$ cat src/design/rc5_block_cipher_unit_macros.svh
// Assertion macros shared by the cipher unit.
`ifndef RC5_BLOCK_CIPHER_UNIT_MACROS_SVH
`define RC5_BLOCK_CIPHER_UNIT_MACROS_SVH

`ifndef NO_ASSERTIONS
`define RC5_ASSERT_IMPL(lbl, ante, cons, msg) \
    lbl: assert property (@(posedge clk) disable iff (!rst_n) (ante) |-> (cons)) \
        else $error(msg);
`define RC5_ASSERT_NEXT(lbl, ante, cons, msg) \
    lbl: assert property (@(posedge clk) disable iff (!rst_n) (ante) |=> (cons)) \
        else $error(msg);
`else
`define RC5_ASSERT_IMPL(lbl, ante, cons, msg)
`define RC5_ASSERT_NEXT(lbl, ante, cons, msg)
`endif

`endif

$ cat src/design/rc5_pkg.sv
package rc5_pkg;

    localparam logic [31:0] MAGIC_P = 32'hb7e15163;
    localparam logic [31:0] MAGIC_Q = 32'h9e3779b9;

    localparam logic CFG_KEY_LOW  = 1'b0;
    localparam logic CFG_KEY_HIGH = 1'b1;

    typedef enum logic [2:0] {
        ALU_ADD,
        ALU_SUB,
        ALU_ENC,
        ALU_DEC,
        ALU_MIX3,
        ALU_MIXV
    } alu_op_t;

    typedef enum logic [2:0] {
        S_IDLE,
        S_INIT,
        S_MIX_RD,
        S_MIX_A,
        S_MIX_B,
        S_CRD,
        S_CRUN,
        S_OUT
    } state_t;

endpackage

$ cat src/design/rc5_ram.sv
module rc5_ram #(
    parameter int DEPTH  = 26,
    parameter int ADDR_W = 5
) (
    input  logic              clk,
    input  logic              we,
    input  logic [ADDR_W-1:0] waddr,
    input  logic [31:0]       wdata,
    input  logic [ADDR_W-1:0] raddr,
    output logic [31:0]       rdata
);

    logic [31:0] mem [DEPTH];
    logic [31:0] rdata_reg;

    always_ff @(posedge clk)
    begin
        if (we)
        begin
            mem[waddr] <= wdata;
        end
        rdata_reg <= mem[raddr];
    end

    assign rdata = rdata_reg;

endmodule

$ cat src/design/rc5_alu.sv
module rc5_alu (
    input  rc5_pkg::alu_op_t op,
    input  logic [31:0]      x,
    input  logic [31:0]      y,
    input  logic [31:0]      k,
    output logic [31:0]      res
);

    import rc5_pkg::*;

    logic [31:0] sum_xy;
    logic [31:0] sum_all;

    function automatic logic [31:0] rotl32(input logic [31:0] v, input logic [4:0] n);
        logic [63:0] t;
        t = {v, v} << n;
        return t[63:32];
    endfunction

    function automatic logic [31:0] rotr32(input logic [31:0] v, input logic [4:0] n);
        logic [63:0] t;
        t = {v, v} >> n;
        return t[31:0];
    endfunction

    assign sum_xy  = x + y;
    assign sum_all = sum_xy + k;

    always_comb
    begin
        case (op)
            ALU_ADD:  res = x + k;
            ALU_SUB:  res = x - k;
            ALU_ENC:  res = rotl32(x ^ y, y[4:0]) + k;
            ALU_DEC:  res = rotr32(x - k, y[4:0]) ^ y;
            ALU_MIX3: res = rotl32(sum_all, 5'd3);
            ALU_MIXV: res = rotl32(sum_all, sum_xy[4:0]);
            default:  res = x;
        endcase
    end

endmodule

$ cat src/design/rc5_block_cipher_unit.sv
// RC5-32 block cipher with a 128-bit key written as two 64-bit registers
// (key_low at byte address 0, key_high at byte address 8). A key write marks
// the subkey table stale, and the next accepted beat first rebuilds it: a
// fill of the table with the magic constants, then the key mixing. A beat
// then occupies the block from acceptance until its result is registered,
// because one shared adder-rotator unit performs one half-round per cycle
// and the subkey memory, with its single registered read port, supplies one
// word per cycle. A new beat is taken in the cycle after that, even while the
// previous result waits.
`include "rc5_block_cipher_unit_macros.svh"

module rc5_block_cipher_unit #(
    parameter int ROUNDS = 12
) (
    input  logic        clk,
    input  logic        rst_n,
    input  logic        psel,
    input  logic        penable,
    input  logic        pwrite,
    input  logic [3:0]  paddr,
    input  logic [63:0] pwdata,
    output logic [63:0] prdata,
    output logic        pready,
    input  logic        in_valid,
    output logic        in_ready,
    input  logic        mode,
    input  logic [31:0] in_word_a,
    input  logic [31:0] in_word_b,
    output logic        out_valid,
    input  logic        out_ready,
    output logic [31:0] out_word_a,
    output logic [31:0] out_word_b
);

    import rc5_pkg::*;

    localparam int TABLE_WORDS = 2 * ROUNDS + 2;
    localparam int MIX_PASSES  = 3 * TABLE_WORDS;
    localparam int IDX_W       = $clog2(TABLE_WORDS);
    localparam int PASS_W      = $clog2(MIX_PASSES + 1);
    localparam logic [IDX_W-1:0]  LAST_IDX  = IDX_W'(TABLE_WORDS - 1);
    localparam logic [PASS_W-1:0] LAST_PASS = PASS_W'(MIX_PASSES - 1);

    state_t state_reg, state_next;

    logic [63:0] key_low_reg, key_low_next;
    logic [63:0] key_high_reg, key_high_next;
    logic        table_ready_reg, table_ready_next;
    logic        mode_reg, mode_next;
    logic [31:0] da_reg, da_next;
    logic [31:0] db_reg, db_next;
    logic [31:0] xa_reg, xa_next;
    logic [31:0] xb_reg, xb_next;
    logic [31:0] kw_reg [4];
    logic [31:0] kw_next [4];
    logic [IDX_W-1:0]  t_reg, t_next;
    logic [1:0]        w_reg, w_next;
    logic [PASS_W-1:0] pass_reg, pass_next;
    logic [IDX_W-1:0]  kidx_reg, kidx_next;
    logic        out_valid_reg, out_valid_next;
    logic [31:0] out_a_reg, out_a_next;
    logic [31:0] out_b_reg, out_b_next;

    logic             cfg_wr;
    logic             in_fire;
    logic             out_free;
    logic             mix_last;
    logic             crun_last;
    logic [IDX_W-1:0] t_inc;

    alu_op_t     alu_op;
    logic [31:0] alu_x;
    logic [31:0] alu_y;
    logic [31:0] alu_k;
    logic [31:0] alu_res;

    logic             mem_we;
    logic [IDX_W-1:0] mem_waddr;
    logic [31:0]      mem_wdata;
    logic [IDX_W-1:0] mem_raddr;
    logic [31:0]      mem_rdata;

    rc5_alu u_alu (
        .op  (alu_op),
        .x   (alu_x),
        .y   (alu_y),
        .k   (alu_k),
        .res (alu_res)
    );

    rc5_ram #(
        .DEPTH  (TABLE_WORDS),
        .ADDR_W (IDX_W)
    ) u_ram (
        .clk   (clk),
        .we    (mem_we),
        .waddr (mem_waddr),
        .wdata (mem_wdata),
        .raddr (mem_raddr),
        .rdata (mem_rdata)
    );

    assign cfg_wr    = psel & penable & pwrite;
    assign pready    = 1'b1;
    assign prdata    = (paddr[3] == CFG_KEY_HIGH) ? key_high_reg : key_low_reg;
    assign in_ready  = (state_reg == S_IDLE);
    assign in_fire   = in_valid & in_ready;
    assign out_free  = !out_valid_reg || out_ready;
    assign mix_last  = (pass_reg == LAST_PASS);
    assign crun_last = mode_reg ? (kidx_reg == '0) : (kidx_reg == LAST_IDX);
    assign t_inc     = (t_reg == LAST_IDX) ? '0 : t_reg + 1'b1;

    assign out_valid  = out_valid_reg;
    assign out_word_a = out_a_reg;
    assign out_word_b = out_b_reg;

    always_comb
    begin
        state_next = state_reg;
        case (state_reg)
            S_IDLE:
            begin
                if (in_fire)
                begin
                    state_next = table_ready_reg ? S_CRD : S_INIT;
                end
            end
            S_INIT:
            begin
                if (t_reg == LAST_IDX)
                begin
                    state_next = S_MIX_RD;
                end
            end
            S_MIX_RD: state_next = S_MIX_A;
            S_MIX_A:  state_next = S_MIX_B;
            S_MIX_B:  state_next = mix_last ? S_CRD : S_MIX_A;
            S_CRD:    state_next = S_CRUN;
            S_CRUN:
            begin
                if (crun_last)
                begin
                    state_next = S_OUT;
                end
            end
            S_OUT:
            begin
                if (out_free)
                begin
                    state_next = S_IDLE;
                end
            end
            default:  state_next = S_IDLE;
        endcase
    end

    always_comb
    begin
        key_low_next     = key_low_reg;
        key_high_next    = key_high_reg;
        table_ready_next = table_ready_reg;
        mode_next        = mode_reg;
        da_next          = da_reg;
        db_next          = db_reg;
        xa_next          = xa_reg;
        xb_next          = xb_reg;
        kw_next          = kw_reg;
        t_next           = t_reg;
        w_next           = w_reg;
        pass_next        = pass_reg;
        kidx_next        = kidx_reg;
        out_valid_next   = out_valid_reg;
        out_a_next       = out_a_reg;
        out_b_next       = out_b_reg;

        alu_op    = ALU_ADD;
        alu_x     = xa_reg;
        alu_y     = xb_reg;
        alu_k     = mem_rdata;
        mem_we    = 1'b0;
        mem_waddr = t_reg;
        mem_wdata = alu_res;
        mem_raddr = t_reg;

        if (out_valid_reg && out_ready)
        begin
            out_valid_next = 1'b0;
        end

        case (state_reg)
            S_IDLE:
            begin
                if (in_fire)
                begin
                    mode_next = mode;
                    da_next   = in_word_a;
                    db_next   = in_word_b;
                    t_next    = '0;
                    xa_next   = MAGIC_P;
                end
            end
            S_INIT:
            begin
                alu_op    = ALU_ADD;
                alu_k     = MAGIC_Q;
                mem_we    = 1'b1;
                mem_wdata = xa_reg;
                xa_next   = alu_res;
                t_next    = t_inc;
                if (t_reg == LAST_IDX)
                begin
                    xa_next    = '0;
                    xb_next    = '0;
                    w_next     = '0;
                    pass_next  = '0;
                    kw_next[0] = key_low_reg[31:0];
                    kw_next[1] = key_low_reg[63:32];
                    kw_next[2] = key_high_reg[31:0];
                    kw_next[3] = key_high_reg[63:32];
                end
            end
            S_MIX_RD:
            begin
                mem_raddr = t_reg;
            end
            S_MIX_A:
            begin
                alu_op  = ALU_MIX3;
                mem_we  = 1'b1;
                xa_next = alu_res;
            end
            S_MIX_B:
            begin
                alu_op          = ALU_MIXV;
                alu_k           = kw_reg[w_reg];
                xb_next         = alu_res;
                kw_next[w_reg]  = alu_res;
                w_next          = w_reg + 1'b1;
                t_next          = t_inc;
                mem_raddr       = t_inc;
                pass_next       = pass_reg + 1'b1;
                if (mix_last)
                begin
                    table_ready_next = 1'b1;
                end
            end
            S_CRD:
            begin
                kidx_next = mode_reg ? LAST_IDX : '0;
                mem_raddr = kidx_next;
            end
            S_CRUN:
            begin
                alu_x = kidx_reg[0] ? db_reg : da_reg;
                alu_y = kidx_reg[0] ? da_reg : db_reg;
                if (kidx_reg[IDX_W-1:1] == '0)
                begin
                    alu_op = mode_reg ? ALU_SUB : ALU_ADD;
                end
                else
                begin
                    alu_op = mode_reg ? ALU_DEC : ALU_ENC;
                end
                if (kidx_reg[0])
                begin
                    db_next = alu_res;
                end
                else
                begin
                    da_next = alu_res;
                end
                if (!crun_last)
                begin
                    kidx_next = mode_reg ? kidx_reg - 1'b1 : kidx_reg + 1'b1;
                end
                mem_raddr = kidx_next;
            end
            S_OUT:
            begin
                if (out_free)
                begin
                    out_valid_next = 1'b1;
                    out_a_next     = da_reg;
                    out_b_next     = db_reg;
                end
            end
            default:
            begin
                mem_we = 1'b0;
            end
        endcase

        if (cfg_wr)
        begin
            if (paddr[3] == CFG_KEY_HIGH)
            begin
                key_high_next = pwdata;
            end
            else
            begin
                key_low_next = pwdata;
            end
            table_ready_next = 1'b0;
        end
    end

    always_ff @(posedge clk or negedge rst_n)
    begin
        if (!rst_n)
        begin
            state_reg       <= S_IDLE;
            key_low_reg     <= '0;
            key_high_reg    <= '0;
            table_ready_reg <= 1'b0;
            out_valid_reg   <= 1'b0;
            t_reg           <= '0;
            w_reg           <= '0;
            pass_reg        <= '0;
            kidx_reg        <= '0;
        end
        else
        begin
            state_reg       <= state_next;
            key_low_reg     <= key_low_next;
            key_high_reg    <= key_high_next;
            table_ready_reg <= table_ready_next;
            out_valid_reg   <= out_valid_next;
            t_reg           <= t_next;
            w_reg           <= w_next;
            pass_reg        <= pass_next;
            kidx_reg        <= kidx_next;
        end
    end

    always_ff @(posedge clk)
    begin
        mode_reg  <= mode_next;
        da_reg    <= da_next;
        db_reg    <= db_next;
        xa_reg    <= xa_next;
        xb_reg    <= xb_next;
        kw_reg    <= kw_next;
        out_a_reg <= out_a_next;
        out_b_reg <= out_b_next;
    end

    `RC5_ASSERT_NEXT(a_cfg_stales_table, cfg_wr, !table_ready_reg,
        "Key write did not mark the subkey table stale.")
    `RC5_ASSERT_NEXT(a_mix_end_ready, (state_reg == S_MIX_B) && mix_last && !cfg_wr,
        table_ready_reg && (state_reg == S_CRD), "Key schedule end did not arm the table.")
    `RC5_ASSERT_IMPL(a_kidx_range, state_reg == S_CRUN, kidx_reg <= LAST_IDX,
        "Subkey index left the table during a block.")
    `RC5_ASSERT_NEXT(a_out_loaded, (state_reg == S_OUT) && out_ready, out_valid_reg,
        "Finished block was not presented on the output.")

endmodule

$ cat config.mk
export PLATFORM = sky130hd
export DESIGN_NAME = rc5_block_cipher_unit
export DESIGN_NICKNAME = d
export VERILOG_FILES = /design/src/design/rc5_pkg.sv /design/src/design/rc5_ram.sv /design/src/design/rc5_alu.sv /design/src/design/rc5_block_cipher_unit.sv
export VERILOG_INCLUDE_DIRS = /design/src /design/src/design
export SDC_FILE = /design/constraint.sdc
export NUM_CORES = 2
export LEC_CHECK = 0
export BUFFER_PORTS_ARGS = -buffer_cell sky130_fd_sc_hd__buf_4
export CAP_MARGIN = 20
export CELL_PAD_IN_SITES_DETAIL_PLACEMENT = 1
export CELL_PAD_IN_SITES_GLOBAL_PLACEMENT = 1
export CORE_MARGIN = 2
export CORE_UTILIZATION = 50
export CTS_BUF_LIST = sky130_fd_sc_hd__clkbuf_4 sky130_fd_sc_hd__clkbuf_8 sky130_fd_sc_hd__clkbuf_16
export DETAILED_ROUTE_END_ITERATION = 8
export PLACE_DENSITY = 0.84
export SYNTH_ARGS = -nofsm -noshare
export SYNTH_HDL_FRONTEND = slang
export SYNTH_HIERARCHICAL = 1
export SYNTH_SLANG_ARGS = --single-unit
$ cat constraint.sdc
create_clock -name clk -period 9.2 [get_ports clk]
set_clock_uncertainty 0.15 [all_clocks]
set_input_delay 0.92 -clock clk [delete_from_list [all_inputs] [get_ports clk]]
set_output_delay 0.92 -clock clk [all_outputs]
set_load 0.05 [all_outputs]
==> impl_results.md <==
- Final setup margin: -0.07001 ns
- FF-to-FF Start: state_reg[2]
- Data arrival, critical path: 9.65 ns
- Worst Setup SP: state_reg[2]
- Cell Area, Placed: 77290 sq um
- Skew-Pair Late Insertion Delay: 0.84 ns
- DRC: 0
- Row cnt: 137
- Initial antenna violation count: 22
- Via-to-Cell Ratio: 7.185
- Height of the die: 380.1 um
- Reg2Reg Setup Slack: -0.07 ns
- Worst R2R Path Depth: 22
- DP Worst Slack: 0.2838 ns
- Post-synthesis sequential area ratio: 0.5525
- Final net count: 6428
- HPWL Detailed: 206600 um
- TritonCTS clock tree: done
- IO Port Bufs: 266
- Fraction of registers with async set/reset: 0.1137
- Commonest non-fill, non-tap cell in the layout: edfxtp_1
- Synth Register Bits: 1337
- Max Freq: 107.9 MHz
- GP Congestion: 1.065
- I/O pin count: 271
- Hold_buf cts: 0
- Core box area: 139900 sq um
- CTS Sinks: 1337
- Clk root buf: clkbuf_16
- Drt initial violations: 9496
- Largest net degree at the start of global routing: 112
- Dominant synthesized flop cell: edfxtp_1
- Yosys cell types: 106
- Finished Cell Area: 82370 sq um
- Vias in the first global route: 57995
- Max reg flops: 832
- Worst setup SP type: flip-flop
- Worst hold path class: in -> async
- Syn Inst Count: 5708
- Max cap viols: 0
- Post-Syn Nets: 5992
- Antenna Violating Nets Remaining: 0
- Chip width: 380.1 um
- Global-route wire length before repair: 444900 um
- Gr ovfl total: 0
- Worst slew pin tran: 1.325 ns
- H-tree levels: 4
- Die area: 144400 sq um
- CP Class: reg -> reg
- Final Hold Fails: 0
- Share of layout cells above drive strength 1: 0.2522
- Failing checks: setup timing
- Max-slew violation count: 0
- Synth warnings: 6
- First-pass DRT Iterations: 6
- Most frequent cells in the layout: edfxtp_1 (1153), nand2_1 (831), buf_4 (632), mux2_2 (338), mux2i_1 (297)
- Final period util: 1.008
- Number of synthesized flops with an enable pin: 1153
- # setup viols final: 28
- Syn Area/Cell: 12.39 sq um
- Final wirelength: 326000 um
- Setup_tns: -1.696 ns
- GRT Total Usage: 0.4323
- Initial Util: 0.5055
- Outcome: complete, but fails checks
- CP Capture Type: flip-flop
- Slew HR: 0.1025
- Worst path required time: 9.58 ns
- Syn-to-layout area delta: 16.50%
- CTS buffer count: 137
- Post-route core utilization: 0.5889
- Fillers: 13888
- Maximum fanout along the worst path: 52
- Via Count: 58523
- RR Endpoint: u_ram/mem[24][18]
- Clock edge transition at the registers on the reported setup and hold paths: 0.07 ns
- Post-Syn Area: 70710 sq um
- Clock buffer depth: 3
- Crit path time final: 9.270 ns
- WL/cell: 40.03 um
-- through the flow --
| stage | cells | hold slack, ns |
|---|---|---|
| floorplan | 5708 | 0.2944 |
| finish | 8145 | 0.08151 |
| CTS | 8118 | 0.1167 |
| global placement | 7865 | 0.3127 |
| global route | 8135 | 0.1592 |
| detailed placement | 7865 | 0.3222 |
-- kinds of logic (layout without fill, tap and decap cells) --
family | Yosys count | count (layout) | synth area share
other cells | 1 | 14 | 0.00005303
mux | 847 | 847 | 0.1642
fa+ha+maj | 144 | 144 | 0.02601
compound gates | 1160 | 1160 | 0.1115
xor+xnor | 145 | 145 | 0.01796
simple gates | 1601 | 1604 | 0.09966
flops | 1337 | 1337 | 0.5525
buf+inv | 473 | 1018 | 0.02815
-- how the worst max path moves through the flow --
stage | end | slack, ns | depth (start not counted)
CTS | u_ram/mem[9][28] | 0.04 | 32
finish | u_ram/mem[24][18] | -0.07 | 22
global placement | u_ram/mem[9][26] | 0.50 | 32
global route | kw_reg[125] | -0.03 | 36
detailed placement | u_ram/mem[15][25] | 0.28 | 32
floorplan | u_ram/mem[0][28] | 0.85 | 30
-- layer usage --
layer / share of wire / track usage / vias up
li1: - / - / 22677
met2: 0.44 / 0.6673 / 5075
met3: 0.12 / 0.1076 / 1564
met5: 0.00042 / 0 / -
met4: 0.097 / 0.3158 / 20
met1: 0.34 / 0.5294 / 29187
-- cell type report --
cell class | count | area (sq um) | area share
flip-flops and latches | 1337 | 39080 | 0.4744
inverters | 94 | 357.8 | 0.004344
well taps | 1876 | 2347 | 0.02850
diodes | 13 | 32.53 | 0.0003949
clock buffers | 170 | 3742 | 0.04543
multi-input cells | 3901 | 30230 | 0.3670
clock inverters | 81 | 1023 | 0.01242
repair buffers | 673 | 5557 | 0.06746
-- critical path, stage by stage, from the launching register on --
cell and delay [ns]:
dfrtp_4 0.59, buf_4 0.59, nand2b_1 0.47, a21o_1 0.61, buf_4 0.31, a22o_1 0.53
inv_1 0.29, ha_1 0.49, nand2_1 0.17, nor3_1 0.24, nand4_1 0.25, a311oi_1 0.59
a211oi_1 0.13, xnor2_1 0.73, nor2_1 0.13, a311oi_1 0.42, a21o_1 0.22, mux2_2 0.19
a31oi_1 0.20, xnor2_1 0.44, o221ai_1 0.50, mux2_2 0.50, buf_12 0.17
-- timing repair --
action	CTS	global route
endpoints found under the setup margin	122	1072
resized for setup	5	25
pin swaps	1	4
buffers inserted	0	12
cloned	2	1
-- synth_stat cells (139+ instances only) --
cell	number	area, sq um
mux4_2	174	3919
nand2_1	834	3131
clkbuf_1	248	930.9
nand3_1	170	850.8
nor2_1	278	1044
edfxtp_1	1153	34620
mux2_2	342	3851
o21ai_0	277	1386
ha_1	139	1739
a21oi_1	227	1136
mux2i_1	298	2983
dfrtp_1	152	3804
Power is not shown: default switching activity piles up to over one toggle a cycle in this logic, so the estimate is an artifact.
